--- config.mk ---
export PLATFORM = sky130hd
export DESIGN_NAME = assembly_line_tokenizer
export DESIGN_NICKNAME = d
export VERILOG_FILES = /design/src/rtl/alt_pkg.sv /design/src/rtl/alt_queue.sv /design/src/rtl/assembly_line_tokenizer.sv
export VERILOG_INCLUDE_DIRS = /design/src /design/src/rtl
export SDC_FILE = /design/constraint.sdc
export NUM_CORES = 1
export LEC_CHECK = 0
export ABC_AREA = 0
export BUFFER_PORTS_ARGS = -buffer_cell sky130_fd_sc_hd__clkbuf_2
export CAP_MARGIN = 20
export CORE_UTILIZATION = 40
export DETAILED_ROUTE_END_ITERATION = 16
export HOLD_SLACK_MARGIN = 0.12
export PLACE_DENSITY = 0.54
export SETUP_SLACK_MARGIN = 0.05
export SLEW_MARGIN = 5
export SYNTH_ARGS = -nofsm -noshare
export SYNTH_HDL_FRONTEND = slang
export SYNTH_SLANG_ARGS = --single-unit
--- constraint.sdc ---
create_clock -name clock -period 7.11 [get_ports clock]
set_input_delay 0.711 -clock clock [delete_from_list [all_inputs] [get_ports clock]]
set_output_delay 0.711 -clock clock [all_outputs]
set_load 0.03 [all_outputs]
--- src/rtl/assert_macros.svh ---
// Assertion macros shared by the tokenizer RTL files.
`ifndef ASSERT_MACROS_SVH
`define ASSERT_MACROS_SVH

// Condition that must hold at every clock edge out of reset.
`define ALT_ASSERT_ALWAYS(lbl, cond, msg) \
   lbl: assert property (@(posedge clock) disable iff (reset) (cond)) else $error(msg);

// Same-cycle implication.
`define ALT_ASSERT_IMPL(lbl, ante, cons, msg) \
   lbl: assert property (@(posedge clock) disable iff (reset) (ante) |-> (cons)) \
      else $error(msg);

// Next-cycle implication.
`define ALT_ASSERT_NEXT(lbl, ante, cons, msg) \
   lbl: assert property (@(posedge clock) disable iff (reset) (ante) |=> (cons)) \
      else $error(msg);

`endif

--- src/rtl/alt_pkg.sv ---
// Types, character codes and classification functions of the assembly line tokenizer.
package alt_pkg;

   // Tokenizer phase within a line
   typedef enum logic [2:0] {
      PH_START = 3'd0,
      PH_LABEL = 3'd1,
      PH_GAP1  = 3'd2,
      PH_CMD   = 3'd3,
      PH_GAP2  = 3'd4,
      PH_OPND  = 3'd5,
      PH_DONE  = 3'd6,
      PH_EMPTY = 3'd7
   } phase_type;

   // Character part codes
   localparam logic [1:0] PART_DROP    = 2'd0;
   localparam logic [1:0] PART_LABEL   = 2'd1;
   localparam logic [1:0] PART_COMMAND = 2'd2;
   localparam logic [1:0] PART_OPERAND = 2'd3;

   // Status codes
   localparam logic [2:0] ERR_OK           = 3'd0;
   localparam logic [2:0] ERR_LABEL_LONG   = 3'd1;
   localparam logic [2:0] ERR_NO_COMMAND   = 3'd2;
   localparam logic [2:0] ERR_MANY_OPNDS   = 3'd3;
   localparam logic [2:0] ERR_OPERAND_LONG = 3'd4;
   localparam logic [2:0] ERR_EMPTY_OPND   = 3'd5;
   localparam logic [2:0] ERR_UNCLOSED     = 3'd6;

   // Character codes
   localparam logic [7:0] CH_SPACE = 8'h20;
   localparam logic [7:0] CH_TAB   = 8'h09;
   localparam logic [7:0] CH_LF    = 8'h0A;
   localparam logic [7:0] CH_CR    = 8'h0D;
   localparam logic [7:0] CH_QUOTE = 8'h27;
   localparam logic [7:0] CH_SEMI  = 8'h3B;
   localparam logic [7:0] CH_COMMA = 8'h2C;

   // Per-line running state
   typedef struct packed {
      phase_type  phase;
      logic       in_quote;
      logic [3:0] label_length;
      logic [5:0] operand_length;
      logic [5:0] operand_count;
      logic [2:0] error_code;
      logic       label_seen;
      logic       quote_pair;
   } state_type;

   localparam state_type STATE_RESET = '{
      phase:          PH_START,
      in_quote:       1'b0,
      label_length:   4'd0,
      operand_length: 6'd0,
      operand_count:  6'd0,
      error_code:     ERR_OK,
      label_seen:     1'b0,
      quote_pair:     1'b0
   };

   // One result transaction
   typedef struct packed {
      logic [7:0] out_char;
      logic [1:0] part;
      logic [5:0] operand_index;
      logic       token_end;
      logic       line_done;
      logic       empty_line;
      logic [2:0] status;
   } result_type;

   // State after one character, with the result it produced
   typedef struct packed {
      state_type  st;
      result_type res;
   } step_type;

   // Result queue push control
   typedef struct packed {
      logic valid0;
      logic valid1;
   } push_type;

   function automatic logic is_blank(input logic [7:0] c);
      return (c == CH_SPACE) || (c == CH_TAB) || (c == CH_LF) || (c == CH_CR);
   endfunction

   // Operand character (not a separator outside quotes)
   function automatic step_type alt_take(input step_type si, input logic [7:0] c,
                                         input logic has_next, input logic [7:0] nx,
                                         input logic [5:0] operand_max);
      step_type so;
      logic     q;
      logic     counted;
      so = si;
      q  = (c == CH_QUOTE);
      // quotes that open or close a string are not counted
      counted = (si.st.in_quote && si.st.quote_pair) ? 1'b1 : !q;
      if (counted && (si.st.operand_length >= operand_max)) begin
         so.st.error_code = ERR_OPERAND_LONG;
         so.st.phase      = PH_DONE;
      end else begin
         if (counted) so.st.operand_length = si.st.operand_length + 6'd1;
         if (si.st.in_quote) begin
            if (si.st.quote_pair) so.st.quote_pair = 1'b0;
            else if (q && has_next && (nx == CH_QUOTE)) so.st.quote_pair = 1'b1;
            else if (q) so.st.in_quote = 1'b0;
         end else if (q) begin
            so.st.in_quote = 1'b1;
         end
         so.st.phase           = PH_OPND;
         so.res.part           = PART_OPERAND;
         so.res.operand_index  = si.st.operand_count;
         so.res.token_end      = !has_next || (!so.st.in_quote &&
                                 (is_blank(nx) || (nx == CH_SEMI) || (nx == CH_COMMA)));
      end
      return so;
   endfunction

   // Classify one character given the next one (if any)
   function automatic step_type alt_classify(input state_type s, input logic [7:0] c,
                                             input logic has_next, input logic [7:0] nx,
                                             input logic [3:0] label_max,
                                             input logic [5:0] operand_max);
      step_type so;
      logic     stop;
      logic     blank;
      logic     semi;
      so.st  = s;
      so.res = '{out_char: c, part: PART_DROP, operand_index: 6'd0, token_end: 1'b0,
                 line_done: 1'b0, empty_line: 1'b0, status: ERR_OK};
      stop  = !has_next || is_blank(nx) || (nx == CH_SEMI);
      blank = is_blank(c);
      semi  = (c == CH_SEMI);

      unique case (s.phase)
         PH_START, PH_LABEL: begin
            if (blank) begin
               so.st.phase = PH_GAP1;
            end else if (semi) begin
               if (s.phase == PH_LABEL) begin
                  so.st.error_code = ERR_NO_COMMAND;
                  so.st.phase      = PH_DONE;
               end else begin
                  so.st.phase = PH_EMPTY;
               end
            end else if (s.label_length >= label_max) begin
               so.st.error_code = ERR_LABEL_LONG;
               so.st.phase      = PH_DONE;
            end else begin
               so.st.label_length = s.label_length + 4'd1;
               so.st.label_seen   = 1'b1;
               so.st.phase        = PH_LABEL;
               so.res.part        = PART_LABEL;
               so.res.token_end   = stop;
            end
         end
         PH_GAP1, PH_CMD: begin
            if (blank) begin
               if (s.phase == PH_CMD) so.st.phase = PH_GAP2;
            end else if (semi) begin
               if (s.phase == PH_CMD) begin
                  so.st.phase = PH_DONE;
               end else if (s.label_seen) begin
                  so.st.error_code = ERR_NO_COMMAND;
                  so.st.phase      = PH_DONE;
               end else begin
                  so.st.phase = PH_EMPTY;
               end
            end else begin
               so.st.phase      = PH_CMD;
               so.res.part      = PART_COMMAND;
               so.res.token_end = stop;
            end
         end
         PH_GAP2: begin
            if (blank) begin
               so.st.phase = PH_GAP2;
            end else if (semi) begin
               so.st.phase = PH_DONE;
            end else if (c == CH_COMMA) begin
               so.st.error_code = ERR_EMPTY_OPND;
               so.st.phase      = PH_DONE;
            end else begin
               so.st.operand_length = 6'd0;
               so = alt_take(so, c, has_next, nx, operand_max);
            end
         end
         PH_OPND: begin
            if (s.in_quote) begin
               so = alt_take(so, c, has_next, nx, operand_max);
            end else if (c == CH_COMMA) begin
               so.st.operand_count = s.operand_count + 6'd1;
               if (so.st.operand_count >= operand_max) begin
                  so.st.error_code = ERR_MANY_OPNDS;
                  so.st.phase      = PH_DONE;
               end else if (stop || (nx == CH_COMMA)) begin
                  so.st.error_code = ERR_EMPTY_OPND;
                  so.st.phase      = PH_DONE;
               end else begin
                  so.st.operand_length = 6'd0;
               end
            end else if (blank || semi) begin
               so.st.phase = PH_DONE;
            end else begin
               so = alt_take(so, c, has_next, nx, operand_max);
            end
         end
         default: begin
            so.st.phase = s.phase;
         end
      endcase
      so.res.status = so.st.error_code;
      return so;
   endfunction

   // Line-end checks on the last character's result
   function automatic result_type alt_finish(input step_type si);
      result_type r;
      logic [2:0] err;
      logic       empty;
      r   = si.res;
      err = si.st.error_code;
      if (err == ERR_OK) begin
         if ((si.st.phase == PH_LABEL) || ((si.st.phase == PH_GAP1) && si.st.label_seen))
            err = ERR_NO_COMMAND;
         else if ((si.st.phase == PH_OPND) && si.st.in_quote)
            err = ERR_UNCLOSED;
      end
      empty = (err == ERR_OK) && ((si.st.phase == PH_START) || (si.st.phase == PH_EMPTY) ||
              ((si.st.phase == PH_GAP1) && !si.st.label_seen));
      r.line_done  = 1'b1;
      r.empty_line = empty;
      r.status     = err;
      return r;
   endfunction

endpackage

--- src/rtl/alt_queue.sv ---
// Four-entry result queue: takes up to two results per cycle, hands out one.
`include "assert_macros.svh"

module alt_queue (
   input  logic                clock,
   input  logic                reset,
   input  alt_pkg::push_type   push,
   input  alt_pkg::result_type push_data0,
   input  alt_pkg::result_type push_data1,
   output logic                space_ok,
   output logic                pop_valid,
   input  logic                pop_ready,
   output alt_pkg::result_type pop_data
);
   import alt_pkg::*;

   localparam int DEPTH = 4;

   result_type  entry_ff [DEPTH];
   logic [1:0]  head_ff, head_in;
   logic [1:0]  tail_ff, tail_in;
   logic [2:0]  count_ff, count_in;
   logic [1:0]  push_count;
   logic        pop;

   // Room for the two results one transaction may cause
   assign space_ok   = (count_ff <= 3'd2);
   assign pop_valid  = (count_ff != 3'd0);
   assign pop_data   = entry_ff[head_ff];
   assign pop        = pop_valid && pop_ready;
   assign push_count = {1'b0, push.valid0} + {1'b0, push.valid1};

   always_comb begin
      head_in  = pop ? head_ff + 2'd1 : head_ff;
      tail_in  = tail_ff + push_count;
      count_in = count_ff + {1'b0, push_count} - {2'b0, pop};
   end

   always_ff @(posedge clock) begin
      if (reset) begin
         head_ff  <= 2'd0;
         tail_ff  <= 2'd0;
         count_ff <= 3'd0;
      end else begin
         head_ff  <= head_in;
         tail_ff  <= tail_in;
         count_ff <= count_in;
      end
      if (push.valid0) entry_ff[tail_ff] <= push_data0;
      if (push.valid1) entry_ff[tail_ff + 2'd1] <= push_data1;
   end

   `ALT_ASSERT_ALWAYS(a_count_range, count_ff <= 3'(DEPTH), "queue count above depth")
   `ALT_ASSERT_IMPL(a_push_room, push.valid0 || push.valid1, count_ff <= 3'd2, "push into full queue")
   `ALT_ASSERT_IMPL(a_push_order, push.valid1, push.valid0, "second push slot used alone")

endmodule

--- src/rtl/assembly_line_tokenizer.sv ---
// Top level of the assembly line tokenizer: character classifier and result queue.
//
// Takes one source character per transaction and returns, one character late, its
// classification as label, command or operand character, with token ends and error
// status. A transaction gives no result for the first character of a line unless it
// carries tlast, one result for each later character, and two results for a later
// transaction marked with tlast (the held character and the last one). The classifier
// accepts one character every clock cycle; it is held off only when the four-entry
// result queue cannot take two more results, so the sustained rate is one character
// per cycle while the consumer takes results at least as fast as they come. Results
// are registered in the result queue before they appear on rsp_.
`include "assert_macros.svh"

module assembly_line_tokenizer #(
   parameter int LABEL_MAX   = 8,
   parameter int OPERAND_MAX = 40
) (
   input  logic        clock,
   input  logic        reset,
   input  logic        req_tvalid,
   output logic        req_tready,
   input  logic [7:0]  req_tdata,   // [7:0] ch
   input  logic        req_tlast,   // line_end
   output logic        rsp_tvalid,
   input  logic        rsp_tready,
   output logic [23:0] rsp_tdata,   // [7:0] out_char, [13:8] operand_index,
                                    // [14] token_end, [15] empty_line, [18:16] status
   output logic [1:0]  rsp_tuser,   // part
   output logic        rsp_tlast    // line_done
);
   import alt_pkg::*;

   localparam logic [3:0] LABEL_LIMIT   = 4'(LABEL_MAX);
   localparam logic [5:0] OPERAND_LIMIT = 6'(OPERAND_MAX);

   state_type  state_ff, state_in;
   logic [7:0] held_char_ff, held_char_in;
   logic       held_valid_ff, held_valid_in;
   logic       accept;
   step_type   step_held;
   step_type   step_last;
   state_type  state_mid;
   result_type final_res;
   push_type   push;
   result_type push_data0;
   result_type push_data1;
   result_type rsp_res;

   assign accept = req_tvalid && req_tready;

   // Held character, decided with the incoming one as lookahead
   assign step_held = alt_classify(state_ff, held_char_ff, 1'b1, req_tdata,
                                   LABEL_LIMIT, OPERAND_LIMIT);
   assign state_mid = held_valid_ff ? step_held.st : state_ff;

   // Incoming character as the last of its line
   assign step_last = alt_classify(state_mid, req_tdata, 1'b0, 8'h00,
                                   LABEL_LIMIT, OPERAND_LIMIT);
   assign final_res = alt_finish(step_last);

   // Results of this transaction, in order
   always_comb begin
      push.valid0 = accept && (held_valid_ff || req_tlast);
      push.valid1 = accept && held_valid_ff && req_tlast;
      push_data0  = held_valid_ff ? step_held.res : final_res;
      push_data1  = final_res;
   end

   // Next running state: line end returns everything to the line start
   always_comb begin
      state_in      = state_ff;
      held_char_in  = held_char_ff;
      held_valid_in = held_valid_ff;
      if (accept) begin
         if (req_tlast) begin
            state_in      = STATE_RESET;
            held_valid_in = 1'b0;
         end else begin
            state_in      = state_mid;
            held_char_in  = req_tdata;
            held_valid_in = 1'b1;
         end
      end
   end

   always_ff @(posedge clock) begin
      if (reset) begin
         state_ff      <= STATE_RESET;
         held_valid_ff <= 1'b0;
      end else begin
         state_ff      <= state_in;
         held_valid_ff <= held_valid_in;
      end
      held_char_ff <= held_char_in;
   end

   alt_queue u_queue (
      .clock      (clock),
      .reset      (reset),
      .push       (push),
      .push_data0 (push_data0),
      .push_data1 (push_data1),
      .space_ok   (req_tready),
      .pop_valid  (rsp_tvalid),
      .pop_ready  (rsp_tready),
      .pop_data   (rsp_res)
   );

   // Result packing
   assign rsp_tdata = {5'd0, rsp_res.status, rsp_res.empty_line, rsp_res.token_end,
                       rsp_res.operand_index, rsp_res.out_char};
   assign rsp_tuser = rsp_res.part;
   assign rsp_tlast = rsp_res.line_done;

   `ALT_ASSERT_NEXT(a_line_clear, accept && req_tlast, !held_valid_ff && (state_ff == STATE_RESET), "line state not cleared")
   `ALT_ASSERT_IMPL(a_drop_fields, rsp_tvalid && (rsp_tuser == PART_DROP), (rsp_tdata[14] == 1'b0) && (rsp_tdata[13:8] == 6'd0), "dropped char has token fields")
   `ALT_ASSERT_IMPL(a_empty_ok, rsp_tvalid && rsp_tdata[15], rsp_tlast && (rsp_tdata[18:16] == ERR_OK), "empty line flag off line end")

endmodule
Word level (Yosys, flattened, before mapping):

Memories as Yosys holds them, arrays and structs flattened. A register that Yosys moved wholly into a read port is not among the register bits.
Index checks and enable logic that the tools add are counted.

* bits of input ports: 13
* register bits after elaboration: 41
* word-level logic and storage cells: 284
* memory bits (writable): 88
* memories: 1
* output and inout port bits: 29

* muxes and demuxes: 176
* magnitude comparators: 7
* add/subtract/negate cells: 11
* bitwise gates (word level): 1
* eq/ne operators: 28
* reduce and logical (&&, ||, !) cells: 47

Memories
* u_queue.entry_ff: words 4, width 22, read ports 1, clocked after Yosys merged registers in 1, wr ports 2, RTL line alt_queue.sv:19 `result_type entry_ff [DEPTH];`

Operators with widths (number)
* 2-to-1 mux 44 bit: 6
* 2-to-1 mux 3 bit: 39
* 2-to-1 mux 1 bit: 66
* equality test 8 x 6 -> 1 bit (second input constant): 8
* 2-to-1 mux 25 bit: 2
* equality test 8 x 4 -> 1 bit (second input constant): 6
* 2-to-1 mux 24 bit: 2
* case mux 3 bit (4 select lines): 4
* 2-to-1 mux 47 bit: 1
* 2-to-1 mux 23 bit: 2
* 2-to-1 mux 46 bit: 1
* 2-to-1 mux 6 bit: 6
* 2-to-1 mux 17 bit: 2
* 2-to-1 mux 2 bit: 17
* 2-to-1 mux 15 bit: 2
* 2-to-1 mux 9 bit: 3
* adder 6 x 1 -> 6 bit (second input constant): 4
* greater-or-equal comparator 6 bit (second input constant): 4
* case mux 12 bit (2 select lines): 1
* case mux 6 bit (2 select lines): 2
* 2-to-1 mux 22 bit: 1
* 2-to-1 mux 4 bit: 5
* equality test 3 bit (second input constant): 6
* case mux 9 bit (2 select lines): 1
* other kinds (26): 79

Logic depth before layout (Yosys ltp):

* word-level depth: 33
* depth in mapped cells: 15
* gate-level depth less buffers: 13

Cells and area by module:

Synthesis repeated with hierarchy kept, for this count alone.

* cells, all modules: 772
* area total of the unflattened synthesis: 8361.8 sq um

Modules (own cells, without submodules)
* alt_queue: cells each 260, times used 1, area each 4694.5 sq um, sequential area each 2822.7 sq um
* assembly_line_tokenizer: cells each 512, times used 1, area each 3667.3 sq um, sequential area each 760.7 sq um

Worst setup path after synthesis:

Ideal clock, no wire load.

* path type: in2reg
* start: in req_tdata[2]
* end: mem u_queue.entry_ff[1][5] in the netlist's numbering, data pin
* required time: 6.965 ns
* arrival time: 3.619 ns
* stages: 13
* path buffers: 2
* path slack: 3.346 ns
* setup time: 0.145 ns
* cells stage by stage: clkbuf_1 and4b_1 o21a_1 a311oi_2 a31o_2 o211a_2 nand2_1 a211o_1 and2_1 buf_2 nor2b_4 or4_1 o21ai_1

RTL lines
* start, declared: RTL line assembly_line_tokenizer.sv:22 `input logic [7:0] req_tdata,`
* end, declared: RTL line alt_queue.sv:19

==> results.txt <==
The flow ran to the end, and the final reports show no timing, DRC or antenna violations. Sequential cells were found to cover 41.7% of the synthesized design area. The vertical die dimension came out at 148 um.

The sum of overflow across all layers after global routing came out at 0. In this run the worst setup path begins at held_char_ff[0]$_DFFE_PP_. Dividing the final minimum period by the clock period gives 67.6%.

The final period demand of the worst path came out at 4.81 ns. The number of cells on the worst reg-to-reg path is 13. The area of the die is 21,900 um2.

The worst endpoint required time came out at 7.26 ns. STA classifies the critical path endpoint as a flop. The per-instance average area after synthesis came out at 9.76 um2. The share of post-route cells with drive strength above 1 is 16.7%. The type of element launching the critical path is a flop. Global routing used 26.7% of the available tracks across all layers.

Setup repair after global routing left no endpoint under its margin. TritonCTS built the clock tree. The sum of negative setup slack came out at 0 ns. The library cell used most frequently in the layout, excluding fill and tap cells, is edfxtp_1. The clock arrives with 0.0138 ns of skew. The filler cell count in the final layout is 1,980. The first global-routing pass estimated 43.6 mm of wire. The timing-limited maximum frequency came out at 208 MHz. The number of hold buffers added after CTS came out at 0. The end-of-flow core utilization is 46.3%. In this run the tightest slew margin relative to its limit is 29.0%.

The count of distinct cell types in the synthesized netlist came out at 100. In this run the standard cell core region covers 20,600 um2. The number of warnings printed during yosys synthesis came out at 0. Once the floorplan was initialized, standard cells occupied 41.4% of the core. Clock tree synthesis selected as its root buffer the cell clkbuf_16.

The critical path data arrival time is 4.96 ns. The max-capacitance violation count is 0. The total clock buffers created by CTS is 17. The number of synthesized register bits came out at 131. The number of slew-limit violations in the final report is 0. Following the worst setup path forward leads to its endpoint at u_queue.entry_ff[0][2]$_DFFE_PP_.

Across all setup checks in the final design, the least slack found is 2.30 ns. Once detailed placement completed, the half-perimeter wirelength came to 20.8 mm. The worst hold-check path type is flop to flop.

The total power came out at 2.57 mW. The startpoint-to-endpoint class of the critical path is flop to flop. The final weighted congestion in routability-driven placement came out at 0.968. The net count reported at finish is 905.

The proportion of register bits with asynchronous set or reset after synthesis is 0%. The leading register cell type out of synthesis is edfxtp_1. The insertion delay to the later sink of the worst-skew pair came out at 0.43 ns. The row count is 52. The initial antenna violation count is 0. The number of I/O pins came out at 42.

The clock passes through at most 2 buffers. CTS built an H-tree with a depth of 4. The number of flops mapped to enable cells by yosys came out at 92. The setup fix buffers added after clock tree synthesis came out at 0.

The first-iteration detailed-routing DRC count is 704. The clock sink count came out at 131. The post-synthesis instance area is 8510 um2.

The count of nets left with antenna violations once routing finished came out at 0. The final route contains 7,482 vias. VDD sags by at most 0.149 mV. The gate count after technology mapping is 872. The first-pass detailed-route iteration total came out at 5. The clock-pin slew on the worst setup and hold paths came out at 0.07 ns. The number of gates given a new drive strength after cts came out at 0. The worst register-to-register path ends at u_queue.entry_ff[0][2]$_DFFE_PP_. The largest fanout of any net on the critical path came out at 13. In the layout the commonest cells are edfxtp_1 (92), nand2_1 (88), nor2_1 (74), o21ai_0 (51). The minimum setup slack after placement came out at 2.34 ns. The quantity of I/O buffers inserted on ports came out at 36. After detailed routing, the average wire length per cell comes to 24.3 um. The post-detailed-routing wire length came out at 28.3 mm.

The number of hold-slack violations in the final timing report came out at 0. The die outline width is 148 um. The residual DRC count is 0. Relative to the synthesized area, the layout overhead comes to 11.9%. In this run the critical register-to-register path is launched from held_char_ff[0]$_DFFE_PP_. The cell leakage power is 3.32 nW. The setup violation total in the final timing report is 0.

Dividing total power by cell area gives a power density of 270 nW/um2. The repair_antennas step left the layout with diodes totalling 0. The reg-to-reg setup timing slack is 2.30 ns. The via count of the first global-routing pass was 7,265. The transition time of the tightest slew-check pin came out at 1.05 ns. The number of vias per cell came out at 6.44.

The largest net degree at the start of global routing came out at 32.
## per-layer routing
layer  GRT usage, %  share of wire, %  wire, um  vias to the layer above
met5              0                 0         0                        -
met4           12.9               3.8      1080                        0
li1               -                 -         -                     3401
met1           35.1                43     12200                     3660
met2           42.0                46     13000                      357
met3           5.43               7.1      2010                       64
## flip-flops by register name, summed over array words and instances (netlist names), named ones only
signal            count
u_queue.count_ff      3
held_valid_ff         1
u_queue.tail_ff       2
u_queue.head_ff       2
held_char_ff          8
u_queue.entry_ff     88
state_ff             25
## worst min-delay path by stage
| stage | start | endpoint | slack, ns | cells after the start |
|---|---|---|---|---|
| floorplan | u_queue.entry_ff[3][4]$_SDFFE_PP1P_ | u_queue.entry_ff[3][4]$_SDFFE_PP1P_ | 0.42 | 2 |
| global placement | u_queue.entry_ff[2][4]$_SDFFE_PP1P_ | u_queue.entry_ff[2][4]$_SDFFE_PP1P_ | 0.43 | 2 |
| detailed placement | u_queue.entry_ff[1][4]$_SDFFE_PP1P_ | u_queue.entry_ff[1][4]$_SDFFE_PP1P_ | 0.43 | 2 |
| CTS | u_queue.entry_ff[1][4]$_SDFFE_PP1P_ | u_queue.entry_ff[1][4]$_SDFFE_PP1P_ | 0.45 | 2 |
| global route | u_queue.entry_ff[1][4]$_SDFFE_PP1P_ | u_queue.entry_ff[1][4]$_SDFFE_PP1P_ | 0.46 | 2 |
| finish | u_queue.entry_ff[1][4]$_SDFFE_PP1P_ | u_queue.entry_ff[1][4]$_SDFFE_PP1P_ | 0.44 | 2 |
## cell type report
cell class                 instances  area (um2)  area share, %
clock buffer                      17         425           4.47
clock inverter                    15         164           1.72
inverter                          19        71.3          0.749
multi-input combinational        657        4620           48.5
sequential                       131        3540           37.2
tap                              270         338           3.55
timing repair buffer              53         355           3.73
## logic make-up after synthesis
kind of cell,Yosys count,share of synthesized area [%]
buffers and inverters,88,4.38
XOR/XNOR,12,1.24
multiplexers,28,6.55
AND/OR/NAND/NOR,320,20.2
adder cells (fa/ha/maj),13,2.00
AO/OA/AOI/OAI,279,23.9
flip-flops,131,41.7
other,1,0.0441
## critical path, stage by stage, from the launching register on
cell and delay (ns):
edfxtp_1 0.57, or4b_1 0.75, nor2_4 0.28, inv_2 0.14, ha_1 0.30, o31ai_1 0.66, a21boi_0 0.37, nor3_1 0.11
nor4_1 0.43, o211a_1 0.25, a221o_1 0.15, and4b_1 0.23, a2bb2oi_2 0.17, o311ai_2 0.11
## power by group
group	total [mW]	internal, mW	switching, mW
sequential	0.955	0.900	0.0555
clock	0.882	0.498	0.385
combinational	0.729	0.256	0.473
total	2.57	1.65	0.913
## cell usage after synthesis, drive strengths merged (12+ instances only)
library cell | count | area share (%)
nand3 | 25 | 1.5
nand2 | 88 | 3.9
ha | 12 | 1.8
a22o | 34 | 3.5
mux4 | 22 | 5.8
dfxtp | 39 | 9.2
a21oi | 43 | 2.7
inv | 19 | 0.84
buf | 19 | 1.3
o22ai | 13 | 0.96
o21ai | 63 | 3.9
nor2b | 16 | 1.3
nor2 | 77 | 3.5
a31oi | 12 | 1.1
clkbuf | 50 | 2.2
edfxtp | 92 | 32
nor3 | 21 | 1.5
## metrics by stage
| stage | instances | cell area [um2] | hold WS [ns] |
|---|---|---|---|
| 2_1_floorplan | 876 | 8520 | 0.418 |
| 3_3_place_gp | 1127 | 8860 | 0.434 |
| 3_5_place_dp | 1129 | 8900 | 0.434 |
| 4_1_cts | 1161 | 9490 | 0.446 |
| 5_1_grt | 1162 | 9520 | 0.462 |
| 6_report | 1162 | 9520 | 0.442 |
(Power assumes the default switching activity.)
